### src/hdl/rau_pkg.sv
// Shared types and constants for the rational arithmetic unit.
`timescale 1ns / 1ps
`default_nettype none
package rau_pkg;
    typedef enum logic [1:0] {
        ACT_ADD = 2'd0,
        ACT_SUB = 2'd1,
        ACT_MUL = 2'd2,
        ACT_DIV = 2'd3
    } t_action;

    localparam int NUM_W = 33;
    localparam int DEN_W = 31;

    typedef struct packed {
        logic valid;
        logic neg;
    } t_tag;
endpackage
`default_nettype wire

### src/hdl/rau_front.sv
// Operand decode, cross products and signed sum forming the raw fraction.
`timescale 1ns / 1ps
`default_nettype none
module rau_front #(
    parameter int W  = 16,
    parameter int MW = 2 * W + 1
) (
    input  wire logic            i_clk,
    input  wire logic            i_rst_n,
    input  wire logic            i_adv,
    input  wire logic            i_valid,
    input  wire rau_pkg::t_action i_action,
    input  wire logic [W-1:0]    i_num_a,
    input  wire logic [W-1:0]    i_den_a,
    input  wire logic [W-1:0]    i_num_b,
    input  wire logic [W-1:0]    i_den_b,
    output rau_pkg::t_tag        o_tag,
    output logic [MW-1:0]        o_num,
    output logic [MW-1:0]        o_den
);
    logic             r_v1, r_v2, r_v3;
    rau_pkg::t_action r_act1, r_act2;
    logic             r_same1, r_same2;
    logic [W-1:0]     r_na_m, r_da_m, r_nb_m, r_db_m;
    logic             r_na_s, r_da_s, r_nb_s, r_db_s;
    logic [W-1:0]     r_na_m2, r_da_m2, r_nb_m2;
    logic             r_na_s2, r_da_s2, r_nb_s2;
    logic [2*W-1:0]   r_px, r_py, r_pz;
    logic             r_sx, r_sy, r_sz;
    logic [MW-1:0]    r_num, r_den;
    logic             r_neg;

    logic [W-1:0]     sel1_m, sel2_m;
    logic             sel1_s, sel2_s;
    logic [MW-1:0]    t1_m, t2_m, dn_m, n_num, n_den;
    logic             t1_s, t2_s, dn_s, nm_s, n_neg;

    function automatic logic [W-1:0] mag_of(input logic [W-1:0] v);
        return v[W-1] ? (~v + 1'b1) : v;
    endfunction

    function automatic logic [MW-1:0] ext_w(input logic [W-1:0] v);
        return {{(MW - W){1'b0}}, v};
    endfunction

    always_ff @(posedge i_clk) begin
        if (!i_rst_n) begin
            r_v1 <= 1'b0;
            r_v2 <= 1'b0;
            r_v3 <= 1'b0;
        end else if (i_adv) begin
            r_v1 <= i_valid;
            r_v2 <= r_v1;
            r_v3 <= r_v2;
        end
    end

    always_comb begin
        sel1_m = (r_act1 == rau_pkg::ACT_MUL) ? r_nb_m : r_db_m;
        sel1_s = (r_act1 == rau_pkg::ACT_MUL) ? r_nb_s : r_db_s;
        sel2_m = (r_act1 == rau_pkg::ACT_DIV) ? r_nb_m : r_db_m;
        sel2_s = (r_act1 == rau_pkg::ACT_DIV) ? r_nb_s : r_db_s;
    end

    always_comb begin
        if (r_same2) begin
            t1_m = ext_w(r_na_m2);
            t1_s = r_na_s2;
            t2_m = ext_w(r_nb_m2);
            t2_s = r_nb_s2;
            dn_m = ext_w(r_da_m2);
            dn_s = r_da_s2;
        end else begin
            t1_m = {1'b0, r_px};
            t1_s = r_sx;
            t2_m = {1'b0, r_py};
            t2_s = r_sy;
            dn_m = {1'b0, r_pz};
            dn_s = r_sz;
        end
        if (r_act2 == rau_pkg::ACT_SUB) begin
            t2_s = !t2_s;
        end
        if (t1_m == '0) begin
            t1_s = 1'b0;
        end
        if (t2_m == '0) begin
            t2_s = 1'b0;
        end
        if (dn_m == '0) begin
            dn_s = 1'b0;
        end
        if (r_act2 == rau_pkg::ACT_ADD || r_act2 == rau_pkg::ACT_SUB) begin
            if (t1_s == t2_s) begin
                n_num = t1_m + t2_m;
                nm_s  = t1_s;
            end else if (t1_m >= t2_m) begin
                n_num = t1_m - t2_m;
                nm_s  = t1_s;
            end else begin
                n_num = t2_m - t1_m;
                nm_s  = t2_s;
            end
        end else begin
            n_num = {1'b0, r_px};
            nm_s  = r_sx;
            dn_m  = {1'b0, r_pz};
            dn_s  = (r_pz == '0) ? 1'b0 : r_sz;
        end
        if (n_num == '0) begin
            nm_s = 1'b0;
        end
        n_den = dn_m;
        n_neg = nm_s ^ dn_s;
    end

    always_ff @(posedge i_clk) begin
        if (i_adv) begin
            r_act1  <= i_action;
            r_same1 <= (i_den_a == i_den_b);
            r_na_m  <= mag_of(i_num_a);
            r_da_m  <= mag_of(i_den_a);
            r_nb_m  <= mag_of(i_num_b);
            r_db_m  <= mag_of(i_den_b);
            r_na_s  <= i_num_a[W-1];
            r_da_s  <= i_den_a[W-1];
            r_nb_s  <= i_num_b[W-1];
            r_db_s  <= i_den_b[W-1];

            r_act2  <= r_act1;
            r_same2 <= r_same1 && (r_act1 == rau_pkg::ACT_ADD || r_act1 == rau_pkg::ACT_SUB);
            r_na_m2 <= r_na_m;
            r_da_m2 <= r_da_m;
            r_nb_m2 <= r_nb_m;
            r_na_s2 <= r_na_s;
            r_da_s2 <= r_da_s;
            r_nb_s2 <= r_nb_s;
            r_px    <= r_na_m * sel1_m;
            r_sx    <= r_na_s ^ sel1_s;
            r_py    <= r_nb_m * r_da_m;
            r_sy    <= r_nb_s ^ r_da_s;
            r_pz    <= r_da_m * sel2_m;
            r_sz    <= r_da_s ^ sel2_s;

            r_num   <= n_num;
            r_den   <= n_den;
            r_neg   <= n_neg;
        end
    end

    assign o_tag = '{valid: r_v3, neg: r_neg};
    assign o_num = r_num;
    assign o_den = r_den;
endmodule
`default_nettype wire

### config.mk
export PLATFORM = sky130hd
export DESIGN_NAME = rau_front
export DESIGN_NICKNAME = d
export VERILOG_FILES = /design/src/hdl/rau_pkg.sv /design/src/hdl/rau_front.sv
export SDC_FILE = /design/constraint.sdc
export NUM_CORES = 2
export LEC_CHECK = 0
export CORE_ASPECT_RATIO = 1.4
export CORE_MARGIN = 1
export CORE_UTILIZATION = 35
export CTS_BUF_LIST = sky130_fd_sc_hd__clkbuf_2 sky130_fd_sc_hd__clkbuf_4 sky130_fd_sc_hd__clkbuf_8
export DETAILED_ROUTE_END_ITERATION = 7
export DONT_BUFFER_PORTS = 1
export GPL_ROUTABILITY_DRIVEN = 0
export PLACE_DENSITY = 0.53
export SLEW_MARGIN = 0
export SYNTH_ARGS = -nofsm -noshare
export SYNTH_HDL_FRONTEND = slang
export SYNTH_SLANG_ARGS = --single-unit
### constraint.sdc
create_clock -name i_clk -period 11 [get_ports i_clk]
set_input_delay 1.1 -clock i_clk [delete_from_list [all_inputs] [get_ports i_clk]]
set_output_delay 1.1 -clock i_clk [all_outputs]
set_load 0.01 [all_outputs]
==> qor.txt <==
Biggest area contributors in the synthesized netlist: sky130_fd_sc_hd__fa_1 27%, sky130_fd_sc_hd__edfxtp_1 20%, sky130_fd_sc_hd__ha_1 12%, sky130_fd_sc_hd__inv_1 7.1%, sky130_fd_sc_hd__and2_1 5.0%
Clock root buffer master: sky130_fd_sc_hd__clkbuf_8
Depth of the CTS H-tree: 2
Synth-to-layout area growth: 5.960%
Post-synth cell types: 104
Total setup buffers inserted after CTS: 0
Period utilization: 71.69%
Async set-reset flop share out of synthesis: 0%
Highest attainable clock frequency: 0.1268 GHz
CP max stage delay: 0.62 ns
Number of fillers in the final layout: 12,350
Antenna violations before repair: 5
Required time at the worst-slack endpoint: 11.48 ns
Width of the die: 298.0 um
Global router's overall resource usage: 21.15%
Category of cells accounting for the largest share of critical-path delay: adder cells
Clock transition at the registers of the reported paths: 0.07 ns
Min setup slack post-route: 3.114 ns
Count of flip-flops with a built-in enable after synthesis: 290
Fin crit period: 7.886 ns
Part of the Yosys area used for sequential elements: 20.42%
DRT antenna net count: 0
Layout net count: 5,492
Kind of start point of the critical path: register
Initial cell density of the core: 35.40%
Cell taking the most area after synthesis: sky130_fd_sc_hd__fa_1
Vias after detailed routing: 31,490
CP dominant cell by count: sky130_fd_sc_hd__fa_1
Outcome: finished, final reports clean
Data arrival, critical path: 8.37 ns
Reg-to-reg slack, setup: 3.11 ns
Gr ovfl total: 0
Setup repair after global routing missed its margin: no
Number of optimization iterations in the first detailed-route pass: 5
Dpl ws: 3.071 ns
Row Count: 151
HPWL after DPL: 99.68 mm
Crit-path max FO: 17
Share of cells above drive strength 1: 5.172%
Final count of hold timing violations: 0
Final total negative setup slack: 0 ns
Area of the core: 121,300 um2
Total standard cell area after synthesis: 42,930 um2
Number of instances resized during post-cts repair: 0
Flip-flop cell with the highest count after synthesis: sky130_fd_sc_hd__edfxtp_1
Number of global-route vias before repair: 33,450
Aggregate routed wire length: 129.7 mm
Vias per cell: 5.185
Clk_skew: 0.09615 ns
Number of remaining DRC errors: 0
Slew Viols, Final: 0
Critical path endpoint category: register
Max-capacitance violation count: 0
Flop and latch count out of synthesis: 293
Num CTS Buffers: 52
Cell Count, Final, Fillers Out: 6,074
Critical path, cell by cell: nand2_1, mux2_2, and2_1, fa_1, inv_1, fa_1, fa_1, inv_1, fa_1, fa_1, inv_1, fa_1, inv_1, ha_1, or3_1, a211oi_1, o31ai_1, o21ai_0, a21o_1, o21ai_0, a2111o_1, a21oi_1, xnor2_1
Class of the tightest hold or removal check: input pin to register
WP buf/inv: 4
Global-route wire length before repair: 201.2 mm
Count of hold buffers inserted by post-cts repair: 0
Die area: 124,100 um2
Routed length per instance: 21.36 um
Critical path start-end classification: register to register
Final setup violation count: 0
Placed Cells: 5,977
Number of top-level pins: 138
Library cell contributing the largest single delay on the critical path: sky130_fd_sc_hd__nand2_1
Count of buffers inserted at the top-level ports: 0
Normalized max-slew margin: 21.22%
Longest Clk Path Bufs: 3
Nets in the synthesized netlist: 5,579
Number of clock sinks: 293
Later-pin clock latency in the skew report: 0.74 ns
Iteration-0 DRC count of the detailed router: 1,865
TritonCTS clock tree: yes
Transition time of the tightest slew-check pin: 1.179 ns
Yosys Warn Count: 0
Synthesized area per cell: 9.515 um2
Maximum number of pins on one net before global-route repair: 294
Die H: 416.4 um
Area share of the leading cell type in the synthesized netlist: 27.28%
Mapped Cells: 4,512
[layout by cell type (no fill, tap or decap), types with 20 or more instances in the layout]
cell type                    n
sky130_fd_sc_hd__inv_1     814
sky130_fd_sc_hd__fa_1      585
sky130_fd_sc_hd__nand2_1   514
sky130_fd_sc_hd__ha_1      412
sky130_fd_sc_hd__and2_1    345
sky130_fd_sc_hd__edfxtp_1  290
sky130_fd_sc_hd__a21oi_1   163
sky130_fd_sc_hd__xnor2_1   136
sky130_fd_sc_hd__nor2_1    133
sky130_fd_sc_hd__o21ai_0   106
sky130_fd_sc_hd__nor3_1     65
sky130_fd_sc_hd__nor2b_1    63
sky130_fd_sc_hd__nand2b_1   56
sky130_fd_sc_hd__buf_4      54
sky130_fd_sc_hd__clkbuf_8   52
sky130_fd_sc_hd__mux2i_1    51
sky130_fd_sc_hd__a21o_1     49
sky130_fd_sc_hd__mux2_2     46
sky130_fd_sc_hd__o21bai_1   41
sky130_fd_sc_hd__nor4_1     40
sky130_fd_sc_hd__xor2_1     38
sky130_fd_sc_hd__nand3_1    35
sky130_fd_sc_hd__or3_1      30
sky130_fd_sc_hd__nand4_1    29
sky130_fd_sc_hd__o31ai_1    27
sky130_fd_sc_hd__a31oi_1    20
sky130_fd_sc_hd__a211oi_1   20
[per-stage QoR]
stage                     util [%]  cell area [um2]  hold WS (ns)
after CTS                    37.50            45490        0.3705
final                        37.51            45490        0.4525
after global placement       36.64            44450        0.4609
after global routing         37.50            45490        0.3988
after floorplan                  -            42930        0.4244
after detailed placement     36.64            44450        0.4744
[area by class of cell]
| cell class | count | area [um2] | share of cell area [%] |
|---|---|---|---|
| multi-input cells | 3208 | 30200 | 66.39 |
| flip-flops and latches | 293 | 8768 | 19.27 |
| inverters | 816 | 3063 | 6.733 |
| well taps | 1606 | 2009 | 4.417 |
| clock buffers | 66 | 820.8 | 1.804 |
| repair buffers | 54 | 405.4 | 0.8911 |
| clock inverters | 29 | 219.0 | 0.4813 |
| diodes | 2 | 5.005 | 0.01100 |
[state kept, by name (all words and copies together), names as in the netlist, 2 cells and up]
register  count
r_na_m2      16
r_act1        2
r_py         32
r_db_m       16
r_nb_m2      16
o_num        33
r_px         32
r_da_m       16
r_nb_m       16
r_da_m2      16
o_den        32
r_na_m       16
r_pz         32
r_act2        2
[final timing paths]
check        depth (start not counted)   endpoint  startpoint
max                                 23   r_pz[31]   r_act1[1]
min                                  0  r_da_m[0]  i_den_a[0]
max reg2reg                         23   r_pz[31]   r_act1[1]
min reg2reg                          0  r_act2[0]   r_act1[0]
[synthesized netlist by cell type, types with 8 or more instances]
| cell | n |
|---|---|
| sky130_fd_sc_hd__and3_1 | 15 |
| sky130_fd_sc_hd__nand4_1 | 29 |
| sky130_fd_sc_hd__or3_1 | 30 |
| sky130_fd_sc_hd__buf_6 | 15 |
| sky130_fd_sc_hd__fa_1 | 585 |
| sky130_fd_sc_hd__buf_4 | 13 |
| sky130_fd_sc_hd__clkbuf_1 | 143 |
| sky130_fd_sc_hd__a21o_1 | 49 |
| sky130_fd_sc_hd__nand2b_1 | 56 |
| sky130_fd_sc_hd__buf_2 | 17 |
| sky130_fd_sc_hd__a21oi_1 | 163 |
| sky130_fd_sc_hd__a31oi_1 | 20 |
| sky130_fd_sc_hd__xor2_1 | 38 |
| sky130_fd_sc_hd__nand2_1 | 514 |
| sky130_fd_sc_hd__edfxtp_1 | 290 |
| sky130_fd_sc_hd__a211oi_1 | 20 |
| sky130_fd_sc_hd__nor2_1 | 133 |
| sky130_fd_sc_hd__o31ai_1 | 27 |
| sky130_fd_sc_hd__mux2_2 | 46 |
| sky130_fd_sc_hd__nor2b_1 | 63 |
| sky130_fd_sc_hd__o21ai_0 | 107 |
| sky130_fd_sc_hd__mux2i_1 | 51 |
| sky130_fd_sc_hd__a221oi_1 | 8 |
| sky130_fd_sc_hd__o211ai_1 | 11 |
| sky130_fd_sc_hd__xnor2_1 | 136 |
| sky130_fd_sc_hd__nand3_1 | 35 |
| sky130_fd_sc_hd__ha_1 | 412 |
| sky130_fd_sc_hd__nor4_1 | 40 |
| sky130_fd_sc_hd__o21a_1 | 15 |
| sky130_fd_sc_hd__nor3_1 | 65 |
| sky130_fd_sc_hd__inv_1 | 814 |
| sky130_fd_sc_hd__and2_1 | 345 |
| sky130_fd_sc_hd__o21bai_1 | 41 |
[worst register-to-register path, stage by stage, from the launching register on]
cell,delay [ns]
sky130_fd_sc_hd__edfxtp_1,0.44
sky130_fd_sc_hd__nand2_1,0.62
sky130_fd_sc_hd__mux2_2,0.55
sky130_fd_sc_hd__and2_1,0.22
sky130_fd_sc_hd__fa_1,0.53
sky130_fd_sc_hd__inv_1,0.05
sky130_fd_sc_hd__fa_1,0.47
sky130_fd_sc_hd__fa_1,0.51
sky130_fd_sc_hd__inv_1,0.05
sky130_fd_sc_hd__fa_1,0.52
sky130_fd_sc_hd__fa_1,0.51
sky130_fd_sc_hd__inv_1,0.05
sky130_fd_sc_hd__fa_1,0.47
sky130_fd_sc_hd__inv_1,0.05
sky130_fd_sc_hd__ha_1,0.21
sky130_fd_sc_hd__or3_1,0.38
sky130_fd_sc_hd__a211oi_1,0.41
sky130_fd_sc_hd__o31ai_1,0.19
sky130_fd_sc_hd__o21ai_0,0.32
sky130_fd_sc_hd__a21o_1,0.26
sky130_fd_sc_hd__o21ai_0,0.16
sky130_fd_sc_hd__a2111o_1,0.40
sky130_fd_sc_hd__a21oi_1,0.19
sky130_fd_sc_hd__xnor2_1,0.08
[cell families (layout without fill, tap and decap cells)]
logic type	Yosys count	in the layout	synth area share, %
compound gates	556	556	8.644
xor+xnor	176	176	3.625
fa+ha+maj	997	997	39.28
buf+inv	1011	965	9.273
flops	293	293	20.42
mux	97	97	2.396
other cells	1	3	0.008734
simple gates	1381	1381	16.35
[metal layers]
layer	global-route usage, %	part of all wire, %	up-vias
li1	-	-	14310
met1	25.25	40	16030
met2	37.56	50	885
met3	2.858	4.7	258
met4	9.483	5.0	4
met5	0	0.025	-
Power is not shown: default switching activity piles up to over one toggle a cycle in this logic, so the estimate is an artifact.
